==> src/hw/rtl/nfcs_pkg.sv <==
`timescale 1ns / 1ps
`default_nettype none
// ----------------------------------------------------------------------------
// NAND flash command sequencer package
// Shared types, command codes and sizes for the sequencer front, queue and
// back end.
// ----------------------------------------------------------------------------
package nfcs_pkg;

  // Pages in one erase block; the erase row is block index times this.
  localparam int BLOCK_PAGES = 64;

  // Depth of the operation queue between front and back end.
  localparam int QDEPTH = 2;
  localparam int QPTR_W = (QDEPTH > 1) ? $clog2(QDEPTH) : 1;
  localparam int QCNT_W = $clog2(QDEPTH + 1);

  // NAND command bytes.
  localparam logic [7:0] CMD_READ_ID    = 8'h90;
  localparam logic [7:0] CMD_READ_SETUP = 8'h00;
  localparam logic [7:0] CMD_READ_CONF  = 8'h30;
  localparam logic [7:0] CMD_PROG_SETUP = 8'h80;
  localparam logic [7:0] CMD_PROG_CONF  = 8'h10;
  localparam logic [7:0] CMD_ERASE_SETUP = 8'h60;
  localparam logic [7:0] CMD_ERASE_CONF = 8'hD0;
  localparam logic [7:0] CMD_STATUS     = 8'h70;
  localparam logic [7:0] ADDR_ZERO      = 8'h00;

  typedef enum logic [2:0] {
    OP_READ_ID     = 3'd0,
    OP_PAGE_READ   = 3'd1,
    OP_PROG_START  = 3'd2,
    OP_DATA_WRITE  = 3'd3,
    OP_DATA_READ   = 3'd4,
    OP_PROG_FINISH = 3'd5,
    OP_ERASE       = 3'd6,
    OP_STATUS      = 3'd7
  } op_kind_t;

  typedef enum logic [2:0] {
    CY_CMD  = 3'd0,
    CY_ADDR = 3'd1,
    CY_WR   = 3'd2,
    CY_RD   = 3'd3,
    CY_WAIT = 3'd4
  } cyc_type_t;

  typedef enum logic [2:0] {
    WS_NONE  = 3'd0,
    WS_A2D   = 3'd1,
    WS_W2R   = 3'd2,
    WS_PROG  = 3'd3,
    WS_ERASE = 3'd4
  } wait_sel_t;

  typedef enum logic [1:0] {
    CFG_ADDR_TO_DATA  = 2'd0,
    CFG_WRITE_TO_READ = 2'd1,
    CFG_PROGRAM_WAIT  = 2'd2,
    CFG_ERASE_WAIT    = 2'd3
  } cfg_idx_t;

  // Classified operation: kind, write-protect level and the four operand
  // bytes the back end may place on the bus.
  typedef struct packed {
    op_kind_t   kind;
    logic       wp;
    logic [7:0] b0;
    logic [7:0] b1;
    logic [7:0] b2;
    logic [7:0] b3;
  } desc_t;

  typedef struct packed {
    logic [15:0] addr_to_data;
    logic [15:0] write_to_read;
    logic [23:0] program_wait;
    logic [23:0] erase_wait;
  } cfg_t;

endpackage : nfcs_pkg
`default_nettype wire

==> src/hw/rtl/nand_flash_command_sequencer_top.sv <==
`timescale 1ns / 1ps
`default_nettype none
// With the back end idle, a request's beat is first written into the operation queue, and its
// first bus cycle is then registered into the output stage before it appears on out_.
// Throughput: one bus-cycle beat per clock while an operation is queued and out_tready is high;
// a request holds the back end until its last bus cycle is produced, then the next queued one starts.
// The input side takes a beat whenever the two-entry operation queue has room.
// Reset (rst_n low, synchronous) empties the queue and output stage and loads the
// wait registers with their defaults: 100, 60, 700000 and 10000000 ticks.
// ----------------------------------------------------------------------------
// NAND flash command sequencer
// Turns NAND operation requests into runs of command, address, data and wait
// bus cycles. A combinational front end classifies each request into a
// descriptor holding its operand bytes and write-protect level; the
// descriptor waits in a short queue; the back end walks the operation's cycle table
// one step per clock, when the output stage is empty or drains, into a registered
// output stage, so the input side keeps accepting while results are still being taken.
// ----------------------------------------------------------------------------
module nand_flash_command_sequencer_top
  import nfcs_pkg::*;
(
  input  wire logic        clk,
  input  wire logic        rst_n,
  // Request channel
  input  wire logic        in_tvalid,
  output logic             in_tready,
  input  wire logic [2:0]  in_tuser,   // [2:0] kind
  input  wire logic [47:0] in_tdata,   // [15:0] row_page, [26:16] column,
                                       // [36:27] erase_index, [44:37] write_byte
  // Bus-cycle channel
  output logic             out_tvalid,
  input  wire logic        out_tready,
  output logic [2:0]       out_tuser,  // [2:0] cycle_type
  output logic [39:0]      out_tdata,  // [7:0] bus_byte, [31:8] wait_ticks,
                                       // [32] write_protect_high
  output logic             out_tlast,  // last_cycle
  // Configuration write port
  input  wire logic        cfg_we,
  input  wire logic [1:0]  cfg_addr,
  input  wire logic [23:0] cfg_wdata
);

  cfg_t  cfg_r, cfg_nxt;
  logic  q_push;
  logic  q_full;
  logic  q_pop;
  logic  q_valid;
  desc_t push_desc;
  desc_t head_desc;

  // Wait-length registers. Each write is masked to the register's width.
  always_comb begin
    cfg_nxt = cfg_r;
    if (cfg_we) begin
      case (cfg_idx_t'(cfg_addr))
        CFG_ADDR_TO_DATA:  cfg_nxt.addr_to_data  = cfg_wdata[15:0];
        CFG_WRITE_TO_READ: cfg_nxt.write_to_read = cfg_wdata[15:0];
        CFG_PROGRAM_WAIT:  cfg_nxt.program_wait  = cfg_wdata;
        CFG_ERASE_WAIT:    cfg_nxt.erase_wait    = cfg_wdata;
        default: begin
        end
      endcase
    end
  end

  always_ff @(posedge clk) begin
    if (!rst_n) begin
      cfg_r.addr_to_data  <= 16'd100;
      cfg_r.write_to_read <= 16'd60;
      cfg_r.program_wait  <= 24'd700000;
      cfg_r.erase_wait    <= 24'd10000000;
    end else begin
      cfg_r <= cfg_nxt;
    end
  end

  // Front end: classification of each request beat.
  nfcs_front u_front (
    .in_tvalid (in_tvalid),
    .in_tready (in_tready),
    .in_tuser  (in_tuser),
    .in_tdata  (in_tdata),
    .q_full    (q_full),
    .q_push    (q_push),
    .q_desc    (push_desc)
  );

  // Decoupling queue so that either side can stall on its own.
  nfcs_queue u_queue (
    .clk        (clk),
    .rst_n      (rst_n),
    .push       (q_push),
    .push_desc  (push_desc),
    .full       (q_full),
    .pop        (q_pop),
    .head_valid (q_valid),
    .head_desc  (head_desc)
  );

  // Back end: cycle sequencing and the registered output stage.
  nfcs_back u_back (
    .clk        (clk),
    .rst_n      (rst_n),
    .cfg        (cfg_r),
    .q_valid    (q_valid),
    .q_desc     (head_desc),
    .q_pop      (q_pop),
    .out_tvalid (out_tvalid),
    .out_tready (out_tready),
    .out_tuser  (out_tuser),
    .out_tdata  (out_tdata),
    .out_tlast  (out_tlast)
  );

endmodule : nand_flash_command_sequencer_top
`default_nettype wire

==> src/hw/rtl/nfcs_front.sv <==
`timescale 1ns / 1ps
`default_nettype none
// ----------------------------------------------------------------------------
// NAND sequencer front end
// Accepts request beats and classifies them into operation descriptors.
// ----------------------------------------------------------------------------
module nfcs_front
  import nfcs_pkg::*;
(
  input  wire logic        in_tvalid,
  output logic             in_tready,
  input  wire logic [2:0]  in_tuser,   // kind
  input  wire logic [47:0] in_tdata,   // row_page, column, erase_index, write_byte
  input  wire logic        q_full,
  output logic             q_push,
  output desc_t            q_desc
);

  logic [15:0] row;
  logic [10:0] col;
  logic [9:0]  blk;
  logic [7:0]  wbyte;
  logic [15:0] erow;
  op_kind_t    kind;

  assign kind  = op_kind_t'(in_tuser);
  assign row   = in_tdata[15:0];
  assign col   = in_tdata[26:16];
  assign blk   = in_tdata[36:27];
  assign wbyte = in_tdata[44:37];
  // Block index times pages per block, wrapping at 16 bits.
  assign erow  = 16'({22'd0, blk} * 32'(BLOCK_PAGES));

  assign in_tready = !q_full;
  assign q_push    = in_tvalid && !q_full;

  always_comb begin
    q_desc      = '0;
    q_desc.kind = kind;
    q_desc.wp   = (kind inside {OP_PROG_START, OP_DATA_WRITE, OP_PROG_FINISH, OP_ERASE});
    case (kind)
      OP_PAGE_READ: begin
        q_desc.b0 = col[7:0];
        q_desc.b1 = {5'd0, col[10:8]};
        q_desc.b2 = row[7:0];
        q_desc.b3 = row[15:8];
      end
      OP_PROG_START: begin
        q_desc.b2 = row[7:0];
        q_desc.b3 = row[15:8];
      end
      OP_DATA_WRITE: begin
        q_desc.b0 = wbyte;
      end
      OP_ERASE: begin
        q_desc.b0 = erow[7:0];
        q_desc.b1 = erow[15:8];
      end
      default: begin
      end
    endcase
  end

endmodule : nfcs_front
`default_nettype wire

==> src/hw/rtl/nfcs_queue.sv <==
`timescale 1ns / 1ps
`default_nettype none
// ----------------------------------------------------------------------------
// NAND sequencer operation queue
// Small register FIFO of descriptors between front and back end.
// ----------------------------------------------------------------------------
module nfcs_queue
  import nfcs_pkg::*;
(
  input  wire logic  clk,
  input  wire logic  rst_n,
  input  wire logic  push,
  input  desc_t      push_desc,
  output logic       full,
  input  wire logic  pop,
  output logic       head_valid,
  output desc_t      head_desc
);

  desc_t              entry_r [QDEPTH];
  logic [QPTR_W-1:0]  wr_ptr_r, wr_ptr_nxt;
  logic [QPTR_W-1:0]  rd_ptr_r, rd_ptr_nxt;
  logic [QCNT_W-1:0]  count_r, count_nxt;

  function automatic logic [QPTR_W-1:0] ptr_inc(input logic [QPTR_W-1:0] p);
    ptr_inc = (p == QPTR_W'(QDEPTH - 1)) ? '0 : p + 1'b1;
  endfunction

  assign full       = (count_r == QCNT_W'(QDEPTH));
  assign head_valid = (count_r != '0);
  assign head_desc  = entry_r[rd_ptr_r];

  always_comb begin
    wr_ptr_nxt = push ? ptr_inc(wr_ptr_r) : wr_ptr_r;
    rd_ptr_nxt = pop ? ptr_inc(rd_ptr_r) : rd_ptr_r;
    count_nxt  = count_r + QCNT_W'(push) - QCNT_W'(pop);
  end

  always_ff @(posedge clk) begin
    if (!rst_n) begin
      wr_ptr_r <= '0;
      rd_ptr_r <= '0;
      count_r  <= '0;
    end else begin
      wr_ptr_r <= wr_ptr_nxt;
      rd_ptr_r <= rd_ptr_nxt;
      count_r  <= count_nxt;
    end
  end

  always_ff @(posedge clk) begin
    if (push) begin
      entry_r[wr_ptr_r] <= push_desc;
    end
  end

endmodule : nfcs_queue
`default_nettype wire

==> src/hw/rtl/nfcs_back.sv <==
`timescale 1ns / 1ps
`default_nettype none
// ----------------------------------------------------------------------------
// NAND sequencer back end
// Steps through the bus cycles of the operation at the queue head and
// presents them through a registered output stage.
// ----------------------------------------------------------------------------
module nfcs_back
  import nfcs_pkg::*;
(
  input  wire logic        clk,
  input  wire logic        rst_n,
  input  cfg_t             cfg,
  input  wire logic        q_valid,
  input  desc_t            q_desc,
  output logic             q_pop,
  output logic             out_tvalid,
  input  wire logic        out_tready,
  output logic [2:0]       out_tuser,  // cycle_type
  output logic [39:0]      out_tdata,  // bus_byte, wait_ticks, write_protect_high
  output logic             out_tlast   // last_cycle
);

  typedef struct packed {
    cyc_type_t  ctype;
    logic [7:0] bus_byte;
    wait_sel_t  wsel;
    logic       last;
  } cyc_t;

  logic [2:0]  step_r, step_nxt;
  logic        out_valid_r, out_valid_nxt;
  cyc_type_t   out_type_r;
  logic [7:0]  out_byte_r;
  logic [23:0] out_ticks_r;
  logic        out_wp_r;
  logic        out_last_r;
  logic        advance;
  cyc_t        cyc;
  logic [23:0] ticks;

  function automatic cyc_t mk(input cyc_type_t t, input logic [7:0] b, input wait_sel_t w,
                              input logic l);
    cyc_t c;
    c.ctype    = t;
    c.bus_byte = b;
    c.wsel     = w;
    c.last     = l;
    return c;
  endfunction

  // Cycle table: what step_r of each operation puts on the bus.
  always_comb begin
    cyc = mk(CY_RD, ADDR_ZERO, WS_NONE, 1'b1);
    case (q_desc.kind)
      OP_READ_ID: begin
        case (step_r)
          3'd0:    cyc = mk(CY_CMD, CMD_READ_ID, WS_NONE, 1'b0);
          3'd1:    cyc = mk(CY_ADDR, ADDR_ZERO, WS_NONE, 1'b0);
          default: cyc = mk(CY_WAIT, ADDR_ZERO, WS_W2R, 1'b1);
        endcase
      end
      OP_PAGE_READ: begin
        case (step_r)
          3'd0:    cyc = mk(CY_CMD, CMD_READ_SETUP, WS_NONE, 1'b0);
          3'd1:    cyc = mk(CY_ADDR, q_desc.b0, WS_NONE, 1'b0);
          3'd2:    cyc = mk(CY_ADDR, q_desc.b1, WS_NONE, 1'b0);
          3'd3:    cyc = mk(CY_ADDR, q_desc.b2, WS_NONE, 1'b0);
          3'd4:    cyc = mk(CY_ADDR, q_desc.b3, WS_NONE, 1'b0);
          3'd5:    cyc = mk(CY_CMD, CMD_READ_CONF, WS_NONE, 1'b0);
          default: cyc = mk(CY_WAIT, ADDR_ZERO, WS_W2R, 1'b1);
        endcase
      end
      OP_PROG_START: begin
        case (step_r)
          3'd0:    cyc = mk(CY_CMD, CMD_PROG_SETUP, WS_NONE, 1'b0);
          3'd1:    cyc = mk(CY_ADDR, q_desc.b0, WS_NONE, 1'b0);
          3'd2:    cyc = mk(CY_ADDR, q_desc.b1, WS_NONE, 1'b0);
          3'd3:    cyc = mk(CY_ADDR, q_desc.b2, WS_NONE, 1'b0);
          3'd4:    cyc = mk(CY_ADDR, q_desc.b3, WS_NONE, 1'b0);
          default: cyc = mk(CY_WAIT, ADDR_ZERO, WS_A2D, 1'b1);
        endcase
      end
      OP_DATA_WRITE: cyc = mk(CY_WR, q_desc.b0, WS_NONE, 1'b1);
      OP_DATA_READ:  cyc = mk(CY_RD, ADDR_ZERO, WS_NONE, 1'b1);
      OP_PROG_FINISH: begin
        case (step_r)
          3'd0:    cyc = mk(CY_CMD, CMD_PROG_CONF, WS_NONE, 1'b0);
          3'd1:    cyc = mk(CY_WAIT, ADDR_ZERO, WS_PROG, 1'b0);
          3'd2:    cyc = mk(CY_CMD, CMD_STATUS, WS_NONE, 1'b0);
          3'd3:    cyc = mk(CY_WAIT, ADDR_ZERO, WS_W2R, 1'b0);
          default: cyc = mk(CY_RD, ADDR_ZERO, WS_NONE, 1'b1);
        endcase
      end
      OP_ERASE: begin
        case (step_r)
          3'd0:    cyc = mk(CY_CMD, CMD_ERASE_SETUP, WS_NONE, 1'b0);
          3'd1:    cyc = mk(CY_ADDR, q_desc.b0, WS_NONE, 1'b0);
          3'd2:    cyc = mk(CY_ADDR, q_desc.b1, WS_NONE, 1'b0);
          3'd3:    cyc = mk(CY_CMD, CMD_ERASE_CONF, WS_NONE, 1'b0);
          3'd4:    cyc = mk(CY_WAIT, ADDR_ZERO, WS_ERASE, 1'b0);
          3'd5:    cyc = mk(CY_CMD, CMD_STATUS, WS_NONE, 1'b0);
          3'd6:    cyc = mk(CY_WAIT, ADDR_ZERO, WS_W2R, 1'b0);
          default: cyc = mk(CY_RD, ADDR_ZERO, WS_NONE, 1'b1);
        endcase
      end
      OP_STATUS: begin
        case (step_r)
          3'd0:    cyc = mk(CY_CMD, CMD_STATUS, WS_NONE, 1'b0);
          3'd1:    cyc = mk(CY_WAIT, ADDR_ZERO, WS_W2R, 1'b0);
          default: cyc = mk(CY_RD, ADDR_ZERO, WS_NONE, 1'b1);
        endcase
      end
      default: begin
      end
    endcase
  end

  always_comb begin
    case (cyc.wsel)
      WS_A2D:   ticks = {8'd0, cfg.addr_to_data};
      WS_W2R:   ticks = {8'd0, cfg.write_to_read};
      WS_PROG:  ticks = cfg.program_wait;
      WS_ERASE: ticks = cfg.erase_wait;
      default:  ticks = '0;
    endcase
  end

  // A new cycle is produced whenever the queue holds an operation and the output stage is empty or drains.
  assign advance = q_valid && (!out_valid_r || out_tready);
  assign q_pop   = advance && cyc.last;

  always_comb begin
    step_nxt = step_r;
    if (advance) begin
      step_nxt = cyc.last ? 3'd0 : step_r + 3'd1;
    end
    out_valid_nxt = out_valid_r;
    if (advance) begin
      out_valid_nxt = 1'b1;
    end else if (out_tready) begin
      out_valid_nxt = 1'b0;
    end
  end

  always_ff @(posedge clk) begin
    if (!rst_n) begin
      step_r      <= '0;
      out_valid_r <= 1'b0;
    end else begin
      step_r      <= step_nxt;
      out_valid_r <= out_valid_nxt;
    end
  end

  always_ff @(posedge clk) begin
    if (advance) begin
      out_type_r  <= cyc.ctype;
      out_byte_r  <= cyc.bus_byte;
      out_ticks_r <= ticks;
      out_wp_r    <= q_desc.wp;
      out_last_r  <= cyc.last;
    end
  end

  assign out_tvalid = out_valid_r;
  assign out_tuser  = out_type_r;
  assign out_tdata  = {7'd0, out_wp_r, out_ticks_r, out_byte_r};
  assign out_tlast  = out_last_r;

  // The final cycle of an operation is the one that retires it from the queue.
  a_pop_gives_last: assert property (@(posedge clk) disable iff (!rst_n)
    q_pop |=> (out_valid_r && out_last_r))
    else $error("queue pop without a last cycle in the output stage");

  // A partly sequenced operation stays at the queue head.
  a_step_has_head: assert property (@(posedge clk) disable iff (!rst_n)
    (step_r != 3'd0) |-> q_valid)
    else $error("step counter running with an empty queue");

  // Steps move on by one until the last cycle of the run.
  a_step_inc: assert property (@(posedge clk) disable iff (!rst_n)
    (advance && !cyc.last) |=> (step_r == $past(step_r) + 3'd1))
    else $error("step counter skipped a cycle");

endmodule : nfcs_back
`default_nettype wire
==> config.mk <==
export PLATFORM = sky130hd
export DESIGN_NAME = nand_flash_command_sequencer_top
export DESIGN_NICKNAME = d
export VERILOG_FILES = /design/src/hw/rtl/nfcs_pkg.sv /design/src/hw/rtl/nand_flash_command_sequencer_top.sv /design/src/hw/rtl/nfcs_front.sv /design/src/hw/rtl/nfcs_queue.sv /design/src/hw/rtl/nfcs_back.sv
export SDC_FILE = /design/constraint.sdc
export NUM_CORES = 1
export LEC_CHECK = 0
export BUFFER_PORTS_ARGS = -buffer_cell sky130_fd_sc_hd__clkbuf_2
export CAP_MARGIN = 20
export CORE_AREA = 2 2 97 170
export DETAILED_ROUTE_END_ITERATION = 10
export DIE_AREA = 0 0 99 172
export PLACE_DENSITY_LB_ADDON = 0.12
export SETUP_SLACK_MARGIN = 0.5
export SLEW_MARGIN = 0
export SYNTH_ARGS = -nofsm -noshare
export SYNTH_HDL_FRONTEND = slang
export SYNTH_SLANG_ARGS = --single-unit
export TNS_END_PERCENT = 20
==> constraint.sdc <==
create_clock -name clk -period 3.55 [get_ports clk]
set_clock_uncertainty 0.2 [all_clocks]
set_input_delay 0.71 -clock clk [delete_from_list [all_inputs] [get_ports clk]]
set_output_delay 0.71 -clock clk [all_outputs]
set_load 0.005 [all_outputs]
==> results.txt <==
total wire length - 20800 um
Comb pwr share - 27.1%
Sw Ratio - 32.2%
Global Route met3 Usage - 4.53%
insertion delay to the later sink of the worst-skew pair - 0.43 ns
post-synthesis register bit count - 198
Overflow after GRT - 0
CP max FO - 11
synthesis-to-layout area growth - 15.2%
Storage cell area - 0.00506 mm^2
first-pass GRT wire length - 32700 um
io pins - 128
final std cell area, no fill - 0.0101 mm^2
die width - 99 um
Filler cells - 1241
min-delay worst type - flip-flop to flip-flop
placed inst area - 0.00953 mm^2
Critical Path End Type - flip-flop
Pwr Density - 654 mW/mm^2
register area share after synthesis - 57.4%
Die Area - 0.0170 mm^2
most common cell after layout, fill and taps aside - nand2_1
multi-input logic area - 0.00345 mm^2
Avg WL per Cell - 18.5 um
LEAKAGE - 0.00383 uW
syn_area_per_cell - 10.7 um^2
detailed-placement wirelength estimate - 14000 um
port bufs - 117
Post-CTS Hold Fix Bufs - 0
Most Used Layer, Global Route - met2
CP Launch Type - flip-flop
CTS root buf - clkbuf_16
Max-slew headroom - 35.4%
GR Util met2 - 47.9%
met1 usage - 26.0%
CTS tree - built
Post-Syn Area - 0.00880 mm^2
Rows - 61
Via density - 5.74
Worst Max-Slew Pin Slew - 0.968 ns
reg2reg start - u_back.step_r[1]$_SDFFE_PN0P_
Max VDD drop - 0.000465 V
Starting Density - 56.3%
core area - 0.0156 mm^2
Placed Cells incl. Taps - 1092
crit path DAT - 3.02 ns
GP Congestion - 0.910
H-tree depth - 4
Net count, final - 1012
internal power - 4500 uW
EDFF count, synth - 109
clock share of power - 27.8%
Final Hold Viols - 0
pin count of the biggest net entering global routing - 59
Worst EP required - 3.67 ns
antenna-violating nets left - 0
drt first pass iters - 8
final worst slack - 0.654 ns
period utilization - 81.6%
Async S/R FF share, synth - 0%
ys flop type - edfxtp_1
Setup crit start - u_back.step_r[1]$_SDFFE_PN0P_
Num CTS Buffers - 17
Ys Warns - 0
max-slew violation count - 0
fin cells - 1125
Gate Count Post-Synth - 820
fin crit period - 2.90 ns
setup TNS - 0 ns
DRC viols - 0
Hold Crit Start - cfg_r[42]$_SDFFE_PN0P_
Yosys cell types - 66
critical path type - flip-flop to flip-flop
antenna violations before repair - 0
share of cells above drive strength 1 - 23.5%
CTS sink cnt - 198
Tot GR Track Use - 24.7%
initial DRC count - 349
clock slew at reported path FFs - 0.07 ns
register share of total power - 45.1%
# diodes - 0
Fmax - 0.345 GHz
most frequent cells in the layout - nand2_1 (186), clkbuf_2 (117), edfxtp_1 (109), dfxtp_1 (87), a21boi_0 (57)
Die Y - 172 um
unrepaired setup endpoints after global routing - no
total number of vias - 6455
vias in the first global route - 6585
Place WS - 0.333 ns
CTS Buffer Depth - 2
Psw - 2130 uW
run status - completed
max-cap viol count - 0
Setup Viol. Count Final - 0
what timing repair did:
item | CTS | global route
setup buffers | 1 | 0
resized for setup | 1 | 10
pin swaps | 1 | 0
endpoints found under the setup margin | 2 | 1
power groups by stage:
| stage | logic (uW) | registers (uW) | clock network, uW |
|---|---|---|---|
| after global placement | 1730 | 3020 | 0 |
| after CTS | 1790 | 2990 | 1880 |
| after floorplan | 1190 | 3020 | 0 |
| after global routing | 1950 | 3030 | 1970 |
| after detailed placement | 1760 | 3040 | 0 |
| final | 1800 | 2990 | 1850 |
path summary, 6_finish.rpt:
kind | end | slack [ns] | cells past startpoint
setup / recovery | u_queue.count_r[1]$_SDFF_PN0_ | 0.65 | 13
hold / removal | cfg_r[42]$_SDFFE_PN0P_ | 0.27 | 2
setup reg to reg | u_queue.count_r[1]$_SDFF_PN0_ | 0.65 | 13
hold reg to reg | cfg_r[42]$_SDFFE_PN0P_ | 0.27 | 2
Yosys cell counts, types with 4 or more instances:
cell type	count	area share [%]
buf_2	9	0.51
ha_1	7	0.99
o21bai_1	4	0.34
edfxtp_1	109	37
a21oi_1	10	0.57
buf_6	4	0.51
buf_4	9	0.77
o211ai_1	6	0.51
inv_1	24	1.0
nand2b_1	5	0.36
nor3_1	6	0.34
a222oi_1	16	1.8
o21ai_0	22	1.3
o21ai_2	10	0.99
nand2_1	186	7.9
nand3_1	26	1.5
o21ai_1	7	0.40
nor2b_1	6	0.43
nor4_1	4	0.28
a22o_1	11	1.1
o22ai_1	12	0.85
mux2_2	11	1.4
mux2i_1	35	4.0
a21boi_0	57	4.9
clkbuf_1	36	1.5
nor2_1	21	0.90
xnor2_1	4	0.40
and2_1	27	1.9
dfxtp_1	89	20
logic make-up (layout without fill, tap and decap cells):
logic type	after synthesis	after routing	share of synthesized area, %
DFF	198	198	57.4
buffers and inverters	84	194	4.43
adders and majority gates	7	7	0.995
and+or+nand+nor	304	304	15.6
other	1	7	0.0426
xor gates and xnor gates	4	4	0.398
AOI/OAI and AO/OA	173	173	15.0
muxes	49	49	6.07
layer usage:
metal	part of all wire (%)	wire length (um)	up-vias
li1	-	-	3113
met1	36	7500	3087
met2	56	11700	223
met3	5.7	1190	32
met4	2.1	443	0
met5	0	0	-
final cells by class:
type	instances	share of cell area, %
inverters	24	0.925
multi-input cells	544	34.0
repair buffers	138	7.33
well taps	189	2.33
clock inverters	13	1.32
clock buffers	19	4.27
flip-flops and latches	198	49.9
critical path: stages (launching register included):
cell,delay (ns)
dfxtp_1,0.35
inv_1,0.11
ha_2,0.34
nor2b_1,0.13
nor3_1,0.29
o32ai_2,0.14
o21ai_2,0.23
inv_1,0.07
ha_1,0.28
inv_1,0.04
ha_1,0.18
xnor2_1,0.19
xnor2_1,0.08
and2_1,0.16
sequential cells by signal (all words and copies together), names as in the netlist, named ones only:
signal              flops
cfg_r                  80
u_queue.count_r         2
u_back.out_tvalid       1
u_back.out_tlast        1
u_back.out_ticks_r     24
u_queue.entry_r        72
u_queue.wr_ptr_r        1
u_back.step_r           3
u_back.out_wp_r         1
u_back.out_tuser        3
u_queue.rd_ptr_r        1
u_back.out_byte_r       8
stage by stage:
stage                     power, uW  util (%)  hold WS [ns]
final                          6640      64.8         0.268
after global routing           6950      64.8         0.293
after CTS                      6650      64.6         0.273
after detailed placement       4800      60.9         0.262
after global placement         4750      60.9         0.249
after floorplan                4200         -         0.240
Note: power is estimated with default switching activity, not from simulation.
